[src/rtl/lms_pkg.sv]
// ----------------------------------------------------------------------------
// lms_pkg
// Shared types and constants of the multiplexed LED scanner.
// ----------------------------------------------------------------------------
package lms_pkg;

    localparam int NUM_LEDS_DEF = 16;

    localparam int CFG_IDX_W  = 1;
    localparam int CFG_DATA_W = 16;

    localparam logic [CFG_IDX_W-1:0] CFG_TICK_SCALE    = 1'd0;
    localparam logic [CFG_IDX_W-1:0] CFG_TICK_OVERHEAD = 1'd1;

    localparam logic [1:0] MODE_WRITE   = 2'd0;
    localparam logic [1:0] MODE_LATCH   = 2'd1;
    localparam logic [1:0] MODE_CLEAR   = 2'd2;
    localparam logic [1:0] MODE_ADVANCE = 2'd3;

    localparam logic STATUS_LIT  = 1'b0;
    localparam logic STATUS_DONE = 1'b1;

    localparam logic [7:0]  NO_POSITION   = 8'hFF;
    localparam logic [15:0] DWELL_LIMIT   = 16'd64000;
    localparam logic [15:0] FRAME_WAIT    = 16'd2000;
    localparam logic [9:0]  SCALE_RESET   = 10'd1;
    localparam logic [15:0] OVERHEAD_RST  = 16'd0;

    typedef struct packed {
        logic [1:0] mode;
        logic [3:0] led_index;
        logic [7:0] brightness;
        logic       wrap_around;
    } t_in_req;

    typedef struct packed {
        logic        status;
        logic [3:0]  lit_index;
        logic [15:0] wait_ticks;
    } t_out_rsp;

endpackage

[src/rtl/led_multiplex_scanner.sv]
// Write and clear requests are done on acceptance and leave the sequencer idle;
// a latch request sweeps the working store entry by entry; an advance steps
// through the latched entries (one memory read each), then MUL1, MUL2, DWELL, PUSH.
// Requests are taken one at a time, only while the sequencer is idle.
// Results leave through an output register, so a request is taken while one
// waits. Reset clears the per-entry valid bits at once; no clearing pass.
// ----------------------------------------------------------------------------
// led_multiplex_scanner
// Brightness stores, latch copy and scan sequencer with dwell calculation.
// ----------------------------------------------------------------------------
module led_multiplex_scanner #(
    parameter int NUM_LEDS = lms_pkg::NUM_LEDS_DEF
) (
    input  logic                             i_clk,
    input  logic                             i_rst_n,
    input  logic                             i_in_valid,
    output logic                             o_in_ready,
    input  lms_pkg::t_in_req                 i_in,
    output logic                             o_out_valid,
    input  logic                             i_out_ready,
    output lms_pkg::t_out_rsp                o_out,
    input  logic                             i_cfg_valid,
    output logic                             o_cfg_ready,
    input  logic [lms_pkg::CFG_IDX_W-1:0]    i_cfg_index,
    input  logic [lms_pkg::CFG_DATA_W-1:0]   i_cfg_data
);

    localparam int AW = (NUM_LEDS > 1) ? $clog2(NUM_LEDS) : 1;

    localparam logic [3:0] S_IDLE  = 4'd0;
    localparam logic [3:0] S_LATCH = 4'd1;
    localparam logic [3:0] S_STEP  = 4'd2;
    localparam logic [3:0] S_CHK   = 4'd3;
    localparam logic [3:0] S_MUL1  = 4'd4;
    localparam logic [3:0] S_MUL2  = 4'd5;
    localparam logic [3:0] S_DWELL = 4'd6;
    localparam logic [3:0] S_PUSH  = 4'd7;

    logic [7:0] wrk_mem [NUM_LEDS];
    logic [7:0] lat_mem [NUM_LEDS];

    logic [3:0]          r_state;
    logic [3:0]          n_state;
    logic [NUM_LEDS-1:0] r_w_valid;
    logic [NUM_LEDS-1:0] r_l_valid;
    logic [9:0]          r_scale;
    logic [15:0]         r_ovh;
    logic [7:0]          r_scan;
    logic [7:0]          r_cand;
    logic                r_wrap;
    logic [AW-1:0]       r_cnt;
    logic                r_cp_vld;
    logic [AW-1:0]       r_cp_addr;
    logic                r_cp_wv;
    logic [7:0]          r_wrk_q;
    logic [7:0]          r_lat_q;
    logic                r_lat_v;
    logic [7:0]          r_level;
    logic [15:0]         r_sq;
    logic [25:0]         r_raw;
    lms_pkg::t_out_rsp   r_res;
    logic                r_out_valid;
    lms_pkg::t_out_rsp   r_out;

    logic          accept;
    logic          wr_ok;
    logic [AW-1:0] wr_addr;
    logic [7:0]    cand_inc;
    logic          beyond;
    logic [7:0]    cand_n;
    logic [AW-1:0] rd_addr;
    logic [25:0]   ovh_ext;
    logic [25:0]   net;
    logic [15:0]   dwell;
    logic          push_ok;

    assign o_in_ready  = (r_state == S_IDLE);
    assign accept      = i_in_valid && o_in_ready;
    assign o_cfg_ready = 1'b1;
    assign o_out_valid = r_out_valid;
    assign o_out       = r_out;

    assign wr_ok    = ({5'd0, i_in.led_index} < 9'(NUM_LEDS));
    assign wr_addr  = AW'(i_in.led_index);
    assign cand_inc = r_cand + 8'd1;
    assign beyond   = ({1'b0, cand_inc} >= 9'(NUM_LEDS));
    assign cand_n   = beyond ? 8'd0 : cand_inc;
    assign rd_addr  = AW'(cand_n);
    assign ovh_ext  = {10'd0, r_ovh};
    assign net      = r_raw - ovh_ext;
    assign push_ok  = !r_out_valid || i_out_ready;

    always_comb begin
        if (r_raw <= ovh_ext) begin
            dwell = 16'd0;
        end else if (net > {10'd0, lms_pkg::DWELL_LIMIT}) begin
            dwell = lms_pkg::DWELL_LIMIT;
        end else begin
            dwell = net[15:0];
        end
    end

    always_comb begin
        n_state = r_state;
        case (r_state)
            S_IDLE: begin
                if (accept) begin
                    case (i_in.mode)
                        lms_pkg::MODE_LATCH:   n_state = S_LATCH;
                        lms_pkg::MODE_ADVANCE: n_state = S_STEP;
                        default:               n_state = S_IDLE;
                    endcase
                end
            end
            S_LATCH: begin
                if (r_cnt == AW'(NUM_LEDS - 1)) begin
                    n_state = S_IDLE;
                end
            end
            S_STEP: begin
                n_state = (beyond && !r_wrap) ? S_PUSH : S_CHK;
            end
            S_CHK: begin
                n_state = (r_lat_v && (r_lat_q != 8'd0)) ? S_MUL1 : S_STEP;
            end
            S_MUL1:  n_state = S_MUL2;
            S_MUL2:  n_state = S_DWELL;
            S_DWELL: n_state = S_PUSH;
            S_PUSH: begin
                if (push_ok) begin
                    n_state = S_IDLE;
                end
            end
            default: n_state = S_IDLE;
        endcase
    end

    // working store
    always_ff @(posedge i_clk) begin
        if (accept && (i_in.mode == lms_pkg::MODE_WRITE) && wr_ok) begin
            wrk_mem[wr_addr] <= i_in.brightness;
        end
        if (r_state == S_LATCH) begin
            r_wrk_q <= wrk_mem[r_cnt];
        end
    end

    // latched store
    always_ff @(posedge i_clk) begin
        if (r_cp_vld) begin
            lat_mem[r_cp_addr] <= r_cp_wv ? r_wrk_q : 8'd0;
        end
        if (r_state == S_STEP) begin
            r_lat_q <= lat_mem[rd_addr];
        end
    end

    always_ff @(posedge i_clk) begin
        if (!i_rst_n) begin
            r_state     <= S_IDLE;
            r_w_valid   <= '0;
            r_l_valid   <= '0;
            r_scale     <= lms_pkg::SCALE_RESET;
            r_ovh       <= lms_pkg::OVERHEAD_RST;
            r_scan      <= lms_pkg::NO_POSITION;
            r_cp_vld    <= 1'b0;
            r_out_valid <= 1'b0;
        end else begin
            r_state <= n_state;

            if (i_cfg_valid) begin
                case (i_cfg_index)
                    lms_pkg::CFG_TICK_SCALE:    r_scale <= i_cfg_data[9:0];
                    lms_pkg::CFG_TICK_OVERHEAD: r_ovh   <= i_cfg_data;
                    default: ;
                endcase
            end

            if (accept && (i_in.mode == lms_pkg::MODE_WRITE) && wr_ok) begin
                r_w_valid[wr_addr] <= 1'b1;
            end else if (accept && (i_in.mode == lms_pkg::MODE_CLEAR)) begin
                r_w_valid <= '0;
            end

            r_cp_vld <= (r_state == S_LATCH);
            if (r_cp_vld) begin
                r_l_valid[r_cp_addr] <= 1'b1;
            end

            if ((r_state == S_STEP) && beyond && !r_wrap) begin
                r_scan <= lms_pkg::NO_POSITION;
            end else if (r_state == S_DWELL) begin
                r_scan <= r_cand;
            end

            if ((r_state == S_PUSH) && push_ok) begin
                r_out_valid <= 1'b1;
            end else if (r_out_valid && i_out_ready) begin
                r_out_valid <= 1'b0;
            end
        end
    end

    // datapath, no reset
    always_ff @(posedge i_clk) begin
        if (accept) begin
            r_cand <= r_scan;
            r_wrap <= i_in.wrap_around;
            r_cnt  <= '0;
        end
        if (r_state == S_LATCH) begin
            r_cnt     <= r_cnt + AW'(1);
            r_cp_addr <= r_cnt;
            r_cp_wv   <= r_w_valid[r_cnt];
        end
        if (r_state == S_STEP) begin
            r_cand  <= cand_n;
            r_lat_v <= r_l_valid[rd_addr];
            if (beyond) begin
                r_wrap <= 1'b0;
            end
            if (beyond && !r_wrap) begin
                r_res.status     <= lms_pkg::STATUS_DONE;
                r_res.lit_index  <= 4'd0;
                r_res.wait_ticks <= lms_pkg::FRAME_WAIT;
            end
        end
        if (r_state == S_CHK) begin
            r_level <= r_lat_q;
        end
        if (r_state == S_MUL1) begin
            r_sq <= {8'd0, r_level} * {8'd0, r_level};
        end
        if (r_state == S_MUL2) begin
            r_raw <= {16'd0, r_scale} * {10'd0, r_sq};
        end
        if (r_state == S_DWELL) begin
            r_res.status     <= lms_pkg::STATUS_LIT;
            r_res.lit_index  <= r_cand[3:0];
            r_res.wait_ticks <= dwell;
        end
        if ((r_state == S_PUSH) && push_ok) begin
            r_out <= r_res;
        end
    end

`ifndef NO_ASSERTIONS
    a_scan_range: assert property (@(posedge i_clk) disable iff (!i_rst_n)
        (r_scan == lms_pkg::NO_POSITION) || ({1'b0, r_scan} < 9'(NUM_LEDS)))
        else $error("scan position out of range");

    a_done_fields: assert property (@(posedge i_clk) disable iff (!i_rst_n)
        (o_out_valid && (o_out.status == lms_pkg::STATUS_DONE)) |->
        ((o_out.lit_index == 4'd0) && (o_out.wait_ticks == lms_pkg::FRAME_WAIT)))
        else $error("end of frame result malformed");

    a_dwell_limit: assert property (@(posedge i_clk) disable iff (!i_rst_n)
        (o_out_valid && (o_out.status == lms_pkg::STATUS_LIT)) |->
        (o_out.wait_ticks <= lms_pkg::DWELL_LIMIT))
        else $error("dwell above limit");

    a_adv_start: assert property (@(posedge i_clk) disable iff (!i_rst_n)
        (accept && (i_in.mode == lms_pkg::MODE_ADVANCE)) |=> (r_state == S_STEP))
        else $error("advance did not start scan");
`endif

endmodule

[config.mk]
export PLATFORM = sky130hd
export DESIGN_NAME = led_multiplex_scanner
export DESIGN_NICKNAME = d
export VERILOG_FILES = /design/src/rtl/lms_pkg.sv /design/src/rtl/led_multiplex_scanner.sv
export SDC_FILE = /design/constraint.sdc
export NUM_CORES = 1
export LEC_CHECK = 0
export ABC_AREA = 1
export BUFFER_PORTS_ARGS = -buffer_cell sky130_fd_sc_hd__buf_2
export CORE_AREA = 2 2 204 206
export CTS_CLUSTER_DIAMETER = 60
export DETAILED_ROUTE_END_ITERATION = 7
export DIE_AREA = 0 0 206 208
export PLACE_DENSITY = 0.78
export SLEW_MARGIN = 25
export SYNTH_ARGS = -nofsm -noshare
export SYNTH_HDL_FRONTEND = slang
export SYNTH_SLANG_ARGS = --single-unit
[constraint.sdc]
create_clock -name i_clk -period 5.7 [get_ports i_clk]
set_input_delay 0.855 -clock i_clk [delete_from_list [all_inputs] [get_ports i_clk]]
set_output_delay 0.855 -clock i_clk [all_outputs]
set_load 0.03 [all_outputs]
# --- After elaboration in Yosys (flattened, before gate mapping) ---
# Memory sizes are Yosys's and may differ from the RTL's. A register that Yosys moved wholly into a read port is not among the register bits.
# Cells that the tools add are included.
totals:
  reg_bits: 183
  mem_bits_rw: 256
  inputBits: 37
  out_inout_bits: 24
  word_cells: 123
  mem_count: 2
mem_list:
  columns: ["memory", "words", "word_bits", "read_ports", "rd_clocked_by_memory_dff", "wr", "line", "source"]
  rows:
  - ["lat_mem", 16, 8, 1, 1, 1, "led_multiplex_scanner.sv:40", "logic [7:0] lat_mem [NUM_LEDS];"]
  - ["wrk_mem", 16, 8, 1, 1, 1, "led_multiplex_scanner.sv:39", "logic [7:0] wrk_mem [NUM_LEDS];"]
classes:
  add_sub_neg: 3
  multipliers: 2
  magnitude_cmp: 9
  n_eq_ne: 14
  n_mux: 37
  bitwise: 4
  reduce_logical: 29
ops:
  columns: ["operator", "count"]
  rows:
  - ["two-way mux 16 bit", 4]
  - ["two-way mux 20 bit", 3]
  - ["two-way mux 8 bit", 4]
  - ["bitwise OR 16 bit", 2]
  - ["one-hot mux 4 bit (8 select lines)", 1]
  - ["> comparator 26 x 16 -> 1 bit, second input constant", 1]
  - ["<= comparator 26 x 16 -> 1 bit", 1]
  - ["multiplier 10 x 16 -> 26 bit", 1]
  - ["subtractor 26 x 16 -> 26 bit", 1]
  - ["less-than comparator 4 x 5 -> 1 bit, second input constant", 4]
  - ["two-way mux 4 bit", 5]
  - ["equality test 4 x 3 -> 1 bit, second input constant", 4]
  - ["multiplier 8 x 8 -> 16 bit", 1]
  - ["two-way mux 1 bit", 13]
  - ["nonzero test 2 bit", 6]
  - ["logical AND 1 bit", 11]
  - ["adder 8 x 1 -> 8 bit, second input constant", 1]
  - ["binary-select mux 1 bit (select 4 bit)", 2]
  - ["demux 1 bit (select 4 bit)", 2]
  - ["equality test 4 x 2 -> 1 bit, second input constant", 2]
  - ["greater-or-equal comparator 4 x 1 -> 1 bit, second input constant", 2]
  - ["greater-or-equal comparator 8 x 5 -> 1 bit, second input constant", 1]
  - ["AND reduction 2 bit", 4]
  - ["nonzero test 8 bit", 1]
  - ["other kinds (16)", 21]

# --- Depth between registers and ports, before layout ---
# Gate-level depths: netlist (run 1).
logic_depth:
  word_depth: 6
  ltp_mapped: 22
  ltp_nobuf: 21

# --- Worst setup path before layout (run 1) ---
# Ideal clock, no wire load.
synth_path:
  path_type: "register -> register"
  from: "register r_scale[1]"
  to: "register r_raw[21] (data pin)"
  setup_time_ns: 0.259
  arrival_time_ns: 4.671
  required_ns: 5.441
  slack_ns: 0.770
  stages_incl_launch_ff: 21
  n_path_buf: 1
  synth_period_minus_slack_ns: 4.930
  path_cell_list: "dfxtp_1 > clkbuf_1 > nand2_1 > fa_1 > inv_1 > fa_1 > inv_1 > fa_1 > fa_1 > fa_1 > inv_1 > ha_1 > a21oi_1 > o21ai_0 > nand2_1 > o211ai_1 > a21oi_1 > o21bai_1 > nand3_1 > nand2_1 > xor2_1"
synth_between:
  elab_chain_cells: 1
synth_lines:
  columns: ["element", "line", "source"]
  rows:
  - ["start, declared", "led_multiplex_scanner.sv:46", "logic [9:0] r_scale;"]
  - ["start signal, assigned", "led_multiplex_scanner.sv:163", "r_scale <= lms_pkg::SCALE_RESET;"]
  - ["start signal, assigned", "led_multiplex_scanner.sv:173", "lms_pkg::CFG_TICK_SCALE: r_scale <= i_cfg_data[9:0];"]
  - ["multiplier 10 x 16 -> 26 bit", "led_multiplex_scanner.sv:235", "r_raw <= {16'd0, r_scale} * {10'd0, r_sq};"]
  - ["end signal, assigned", "led_multiplex_scanner.sv:235", null]
  - ["end, declared", "led_multiplex_scanner.sv:60", "logic [25:0] r_raw;"]
# No other way between the ends.
# A chain may end at the register's enable or synchronous reset.

# --- Worst setup path after layout (run 1) ---
layout_path:
  from: "register r_scale[3]"
  to: "register r_raw[21] (data pin)"
# The elaborated chain is that of the path after synthesis.

==> impl_results.md, run 1 <==
* Comb power frac at 0.210
* Sw Ratio at 0.294
* WHS at approximately 420 ps
* Core footprint at just over 40000 um2
* Max Clk Rate at between 150 and 200 MHz
* Layout cells sized above 1 at 0.0658
* Sequential area share after synthesis at 0.502
* Worst hold endpoint: o_out[17]
* Rows at 74
* Worst vdd ir at 0.000314 V
* Final Worst Setup Slack at between 400 and 500 ps
* Width of the chip at 206 um
* Post-CTS Setup Bufs at 0
* Initial DRT Pass Iterations at 6
* CTS Buf Count at 46
* Total wire length at between 50 and 60 mm
* Synth Warn # at 0
* Yosys cell types at between 50 and 60
* Maximum Capacitance Violations at 0
* Max Slew Vio Count at 0
* Final-report setup violation count at 0
* Seq pwr share at 0.453
* Worst slew margin at 0.341
* Cell Area, Synth at 25700 um2
* Status: complete, no violations
* Number of flops mapped to enable cells by yosys at 380
* Clk buf depth at 3
* Final worst path period share at 0.929
* WS Path Type: flop to flop
* Tot Pwr at 8.48 mW
* Worst Hold Class: flop to flop
* Die area at approximately 43000 um2
* Worst-skew pair later-pin latency at 590 ps
* CTS tree: built
* Total congestion overflow at 0
* Hold Path Depth at 0
* Setup WS pre-CTS at approximately 400 ps
* Critical Path AT at roughly 5600 ps
* Worst-path clk slew at approximately 60 ps
* Final HPWL from detailed placement at just over 40 mm
* Area of the multi-input gates at approximately 11000 um2
* Worst Setup End Kind: flop
* Setup crit start kind: flop
* Ys async rst share at 0
* Initial antenna violation count at 0
* Setup Skew at around 17 ps
* Vias in the first global route at 18.3k
* Post-Layout Cell Count at 3269
* Clock sinks at roughly 450
* Area grow syn2layout at 8.35%
* Crit path max fanout at 16
* Cells after synthesis at around 2.7k
* Total global-route track usage at 0.278
* Post-route DRC at 0
* Cts-stage hold buffer count at 0
* Vias per cell at 5.63
* Placed cell count at between 3k and 4k
* Remaining antenna violation count at 0
* PortBufs at 59
* Pin count of the biggest net entering global routing at 77
* Lkg Pwr at roughly 12 nW
* GP Congestion at 0.922
* Reg2reg start: r_scale[3]
* Slew @ Worst Pin at 984 ps
* Initial DRC Count at roughly 1.7k
* Clock network power share at 0.337
* First-pass GRT wire length at between 90 and 100 mm
* Fillers at between 3k and 4k
* Via count at 18.4k
* I/O pin count at between 60 and 70
* Root Buffer: clkbuf_16
* Initial Utilization at 0.633
* Critical Path RT at approximately 6000 ps
* Syn avg cell area at 9.60 um2
* TNS Setup at 0 ps
* Nets at between 2k and 3k
* Diode count at 0
* Switching component of the power at between 2 and 2.5 mW
* Register area at 12900 um2
* Drt wl/cell at around 18 um
* Reg2Reg Setup Slack at between 400 and 500 ps
* RSZ-0062 raised after global routing: false
* Internal power at 5.98 mW
* CTS H-Tree Depth at 2
* Crit path time final at between 5000 and 6000 ps
* Final Hold Vio Count at 0
* Die Ht at approximately 210 um
* HP Start: r_res[17]
* Pwr dens at around 300 nW/um2
* Most used flip-flop cell after synthesis: edfxtp_1
* Depth of the worst register-to-register path at 19
* Register bit total from synthesis at around 450
* Reg2Reg Capture Point: r_raw[21]
## per-layer routing
layer	GRT usage	wire length (um)
met1	0.349	22300
met5	0	0
met3	0.0399	3770
met4	0.0901	1800
met2	0.494	30000
## power groups by stage
stage	combinational (mW)	sequential (mW)	clock, mW
final	1.78	3.84	2.86
after global routing	2.01	3.84	3.02
after CTS	1.78	3.83	2.90
after detailed placement	1.76	3.90	0
after global placement	1.72	3.90	0
after floorplan	1.33	3.86	0
## how the worst max path moves through the flow
stage	from	endpoint	slack [ps]	cells past startpoint
6_report	r_scale[3]	r_raw[21]	410	19
5_1_grt	r_scale[3]	r_raw[22]	10	17
4_1_cts	r_scale[1]	r_raw[21]	360	19
3_5_place_dp	r_scale[1]	r_raw[22]	400	17
3_3_place_gp	r_scale[1]	r_raw[22]	540	17
2_1_floorplan	r_scale[1]	r_raw[21]	770	20
## synthesized netlist by cell type (2+ instances only)
cell type  instances  area (um2)
a211o_1            2        17.5
a211oi_1           3        22.5
a21boi_0           3        22.5
a21o_1             2        15.0
a21oi_1           71         355
a31oi_1            2        12.5
buf_1              5        18.8
buf_2             16        80.1
buf_4              3        22.5
clkbuf_1          72         270
clkinv_1           7        26.3
conb_1             2        7.51
dfxtp_1           73        1460
edfxtp_1         380       11400
fa_1             132        2640
ha_1             107        1340
inv_1            429        1610
inv_2              5        18.8
nand2_1          522        1960
nand2_2            7        43.8
nand3_1          125         626
nand3b_1           5        37.5
nand4_1           18         113
nor2_1           337        1260
nor2_2             3        18.8
nor2_4             3        33.8
nor3_1            16        80.1
nor4_1             4        25.0
o2111ai_1          2        17.5
o211ai_1          37         278
o21a_1             6        45.0
o21ai_0          150         751
o21ai_1           14        70.1
o21ba_2           13         130
o221ai_1          16         140
o22ai_1           19         119
o31ai_1            2        15.0
xnor2_1           17         149
xor2_1            30         263
## worst max-delay path: stages, from the launching register on
cell and delay (ps):
dfxtp_1 700, nand2_1 140, fa_1 500, inv_1 50, fa_1 500, inv_1 50
fa_1 550, fa_1 420, fa_1 490, inv_1 40, ha_1 340, a21oi_1 220
o21ai_0 160, nand2_1 90, o211ai_1 110, a21oi_1 230, o21bai_1 130, nand3_1 80
nand2_1 60, xor2_1 150
## layout make-up
type | count | share of cell area
clock buffers | 63 | 0.0456
inverters | 441 | 0.0595
flip-flops and latches | 453 | 0.463
well taps | 532 | 0.0239
clock inverters | 22 | 0.00581
repair buffers | 72 | 0.0143
multi-input cells | 1686 | 0.388
## cells in the final DEF (no fill, tap or decap), types with 71 or more instances in the layout
cell type / n
a21oi_1: 71
dfxtp_1: 71
edfxtp_1: 380
fa_1: 132
ha_1: 107
inv_1: 428
nand2_1: 522
nand3_1: 125
nor2_1: 337
o21ai_0: 149
## state kept, by name, indices dropped and copies added (netlist names), 4 cells and up
register and cells:
r_l_valid 16, r_cp_addr 4, o_out 21, r_res 21
r_level 8, wrk_mem 128, r_raw 26, r_scan 8
lat_mem 128, r_cnt 4, r_sq 15, r_lat_q 8
r_scale 10, r_cand 8, r_ovh 16, r_w_valid 16
r_wrk_q 8
## kinds of logic after synthesis
logic type / share of synthesized area
simple gates: 0.166
buf+inv: 0.0802
flops: 0.502
compound gates: 0.0797
fa+ha+maj: 0.155
xor+xnor: 0.0160
other cells: 0.000293
mux: 0.000829
## through the flow
stage,area (um2),util
floorplan,25700,-
global route,27800,0.685
global placement,26400,0.650
detailed placement,26400,0.650
CTS,27800,0.685
finish,27800,0.685
## what timing repair did
item / 4_1_cts / 5_1_grt
endpoints found under the hold margin: 0 / 0
endpoints found under the setup margin: 0 / 2
gates resized for setup: 0 / 2
Note: power is estimated with default switching activity, not from simulation.
==> run 2: changes to the inputs <==
--- a/config.mk
+++ b/config.mk
@@ -5,12 +5,11 @@
 export SDC_FILE = /design/constraint.sdc
 export NUM_CORES = 1
 export LEC_CHECK = 0
-export ABC_AREA = 1
 export BUFFER_PORTS_ARGS = -buffer_cell sky130_fd_sc_hd__buf_2
-export CORE_AREA = 2 2 204 206
+export CORE_AREA = 2 2 202 204
 export CTS_CLUSTER_DIAMETER = 60
 export DETAILED_ROUTE_END_ITERATION = 7
-export DIE_AREA = 0 0 206 208
+export DIE_AREA = 0 0 204 206
 export PLACE_DENSITY = 0.78
 export SLEW_MARGIN = 25
 export SYNTH_ARGS = -nofsm -noshare
==> run 2 against run 1 <==
Worst setup slack worse by 120 ps. Hold slack gained 3.8 ps. Area after synthesis shrank 3.0%. Combinational power up 5%. Sequential power grew 4%. Fmax decreased by 2.2%. Flip-flop and latch count unchanged.
==> impl_results.md, run 2 <==
* First-pass GRT wire length at 86.1 mm (-7.8%)
* Vias per cell at 6.04 (+7.3%)
* Final Cell Area at 27400 um2 (-1.5%)
* WS Path Type: flop to flop
* Via count at 16.0k (-13%)
* Setup crit start: r_sq[10]
* Post-synth top area share at 0.459 (+0.0140)
* Lkg Pwr at 10.6 nW (-15%)
* Max Slew Vio Count at 0 (unchanged)
* Max Clk Rate at 185 MHz (-2.2%)
* Final Worst Setup Slack at 286 ps (-120 ps)
* Clk buf depth at 3 (unchanged)
* Setup WS pre-CTS at 80.2 ps (-317 ps)
* Reg2Reg Capture Point: r_raw[19]
* Cell Area, Synth at 24900 um2 (-3.0%)
* Maximum Capacitance Violations at 0 (unchanged)
* Reg2Reg Setup Slack at 290 ps (-120 ps)
* CP max stage delay at 590 ps (-110 ps)
* PortBufs at 59 (unchanged)
* Most common cell in the netlist: edfxtp_1
* Rows at 74 (unchanged)
* Initial antenna violation count at 0 (unchanged)
* Critical Path RT at 6030 ps (about the same)
* CTS H-Tree Depth at 2 (unchanged)
* HP Start: r_res[1]
* Worst hold endpoint: o_out[1]
* Ys async rst share at 0 (unchanged)
* Status: complete, no violations
* Register area at 12900 um2 (about the same)
* Setup Skew at 23.1 ps (+5.99 ps)
* Crit path max fanout at 10 (-6)
* Crit path time final at 5410 ps (+120 ps)
* Layout cells sized above 1 at 0.118 (+0.0526)
* Worst Hold Class: flop to flop
* Vias in the first global route at 16.1k (-12%)
* GP Congestion at 0.940 (+1.9%)
* Yosys cell types at 73 (+43%)
* Setup crit start kind: flop
* TNS Setup at 0 ps (unchanged)
* Placed cell areas at 25800 um2 (-2.3%)
* CP Cell Sequence: nand2_1 -> fa_1 -> inv_1 -> fa_1 -> fa_1 -> fa_1 -> inv_1 -> fa_1 -> inv_1 -> ha_1 -> a211oi_1 -> o21ai_1 -> a221o_1 -> a21o_1 -> a21oi_1 -> o21ai_0 -> xnor2_1
* I/O pin count at 61 (unchanged)
* Hold Path Depth at 0 (unchanged)
* Total congestion overflow at 0 (unchanged)
* Area of the multi-input gates at 11100 um2 (+3.3%)
* Number of flops mapped to enable cells by yosys at 380 (unchanged)
* Clock sinks at 453 (unchanged)
* Tot Pwr at 8.87 mW (+4.7%)
* CTS tree: built
* Initial Utilization at 0.619 (-0.0136)
* Syn avg cell area at 12.2 um2 (+27%)
* Reg2reg start: r_sq[10]
* Synth area leaders: edfxtp_1, fa_1, dfxtp_1
* Pin count of the biggest net entering global routing at 67 (-13%)
* Largest regs: lat_mem: 128 flops, wrk_mem: 128 flops, r_raw: 26 flops
* Area grow syn2layout at 10.0%
* Post-route DRC at 0 (unchanged)
* Worst-path clk slew at 60 ps (about the same)
* Post-Layout Cell Count at 2653 (-19%)
* Fillers at 2810 (-7.5%)
* CTS Buf Count at 45 (-2.2%)
* Synth cell count leaders: edfxtp_1, nand2_1, inv_1
* Final Hold Vio Count at 0 (unchanged)
* Most frequent cells in the layout: edfxtp_1, nand2_1, inv_1
* Final HPWL from detailed placement at 37.4 mm (-8.9%)
* Worst Setup End Kind: flop
* Root Buffer: clkbuf_16
* Most used flip-flop cell after synthesis: edfxtp_1
* Register bit total from synthesis at 453 (unchanged)
* Placed cell count at 2560 (-20%)
* Slew @ Worst Pin at 1040 ps (+58.2 ps)
* Cells after synthesis at 2032 (-24%)
* Worst-skew pair later-pin latency at 580 ps (about the same)
* Final worst path period share at 0.950 (+0.0210)
* Initial DRT Pass Iterations at 6 (unchanged)
* Worst vdd ir at 0.000313 V (about the same)
* Total wire length at 54.2 mm (-6.4%)
* Width of the chip at 204 um (-0.97%)
* Area leader, netlist: edfxtp_1
* Pwr dens at 324 nW/um2 (+6.3%)
* Nets at 2361 (-21%)
* Leading cell type in the layout, fill and taps excluded: edfxtp_1
* Diode count at 0 (unchanged)
* RSZ-0062 raised after global routing: false
* Synth Warn # at 0 (unchanged)
* Initial DRC Count at 1277 (-23%)
* Total global-route track usage at 0.265 (-0.0135)
* Drt wl/cell at 20.4 um (+15%)
* Die area at 42000 um2 (-1.9%)
* Remaining antenna violation count at 0 (unchanged)
* Critical Path AT at 5740 ps (+130 ps)
* CP most frequent cell: fa_1
* Depth of the worst register-to-register path at 17 (-2)
* Sequential area share after synthesis at 0.518 (+0.0157)
* Die Ht at 206 um (-0.96%)
* Core footprint at 40200 um2 (-0.91%)
* Worst slew margin at 0.302 (-0.0390)
* Slowest cell on crit path: edfxtp_1
* Final-report setup violation count at 0 (unchanged)
## run 2: cell types whose count changed after synthesis, moves of 46 or more
| cell | before | now |
|---|---|---|
| inv_1 | 429 | 170 |
| nand2_1 | 522 | 268 |
| o21ai_0 | 150 | 31 |
| and2_1 | 0 | 107 |
| nand3_1 | 125 | 42 |
| nor2_1 | 337 | 84 |
| mux4_2 | 0 | 46 |
## run 2: worst max-delay path by stage
stage	endpoint	cells after the start	slack [ps]
after floorplan	r_raw[19]	20	280
after global placement	r_raw[19]	19	230
after detailed placement	r_raw[25]	19	80
after CTS	r_raw[25]	19	60
after global routing	r_raw[19]	20	1
final	r_raw[19]	17	290
## run 2: final cells by class
class,count,area share
Clock buffer,62,0.0468
Clock inverter,21,0.00832
Inverter,171,0.0234
Multi-Input combinational cell,1324,0.407
Sequential cell,453,0.470
Tap cell,532,0.0243
Timing Repair Buffer,90,0.0202
## run 2: power breakdown
part           switching (mW)  internal (mW)
clock                    1.28           1.73
sequential              0.147           3.85
combinational            1.08          0.794
total                    2.50           6.37
## run 2: metrics by stage
stage | utilization | hold slack (ps)
after global placement | 0.640 | 403
final | 0.681 | 423
after global routing | 0.681 | 430
after detailed placement | 0.641 | 409
after CTS | 0.679 | 424
after floorplan | - | 400
## run 2: repair_timing
item | in CTS | in global routing
gates resized for setup | 0 | 8
setup buffers | 0 | 10
endpoints found under the setup margin | 0 | 7
hold buffers | 0 | 0
## run 2: cells by family after synthesis
| family | count (synthesis) | share of synthesized area |
|---|---|---|
| buf+inv | 260 | 0.0394 |
| other cells | 2 | 0.000302 |
| fa+ha+maj | 239 | 0.160 |
| flops | 453 | 0.518 |
| simple gates | 649 | 0.128 |
| compound gates | 310 | 0.0864 |
| mux | 65 | 0.0494 |
| xor+xnor | 54 | 0.0190 |
## run 2: critical path: cells and delay by family, from the launching register on
kind            cells  cell delay [ps]
compound gates      6             1340
fa+ha+maj           6             2820
buf+inv             3              150
simple gates        1              130
xor+xnor            1              140
flops               1              590
## run 2: per-layer routing
metal,share of wire,GRT usage,vias up
li1,-,-,7291
met1,0.40,0.340,8002
met2,0.51,0.461,607
met3,0.059,0.0353,134
met4,0.035,0.101,0
met5,0,0,-
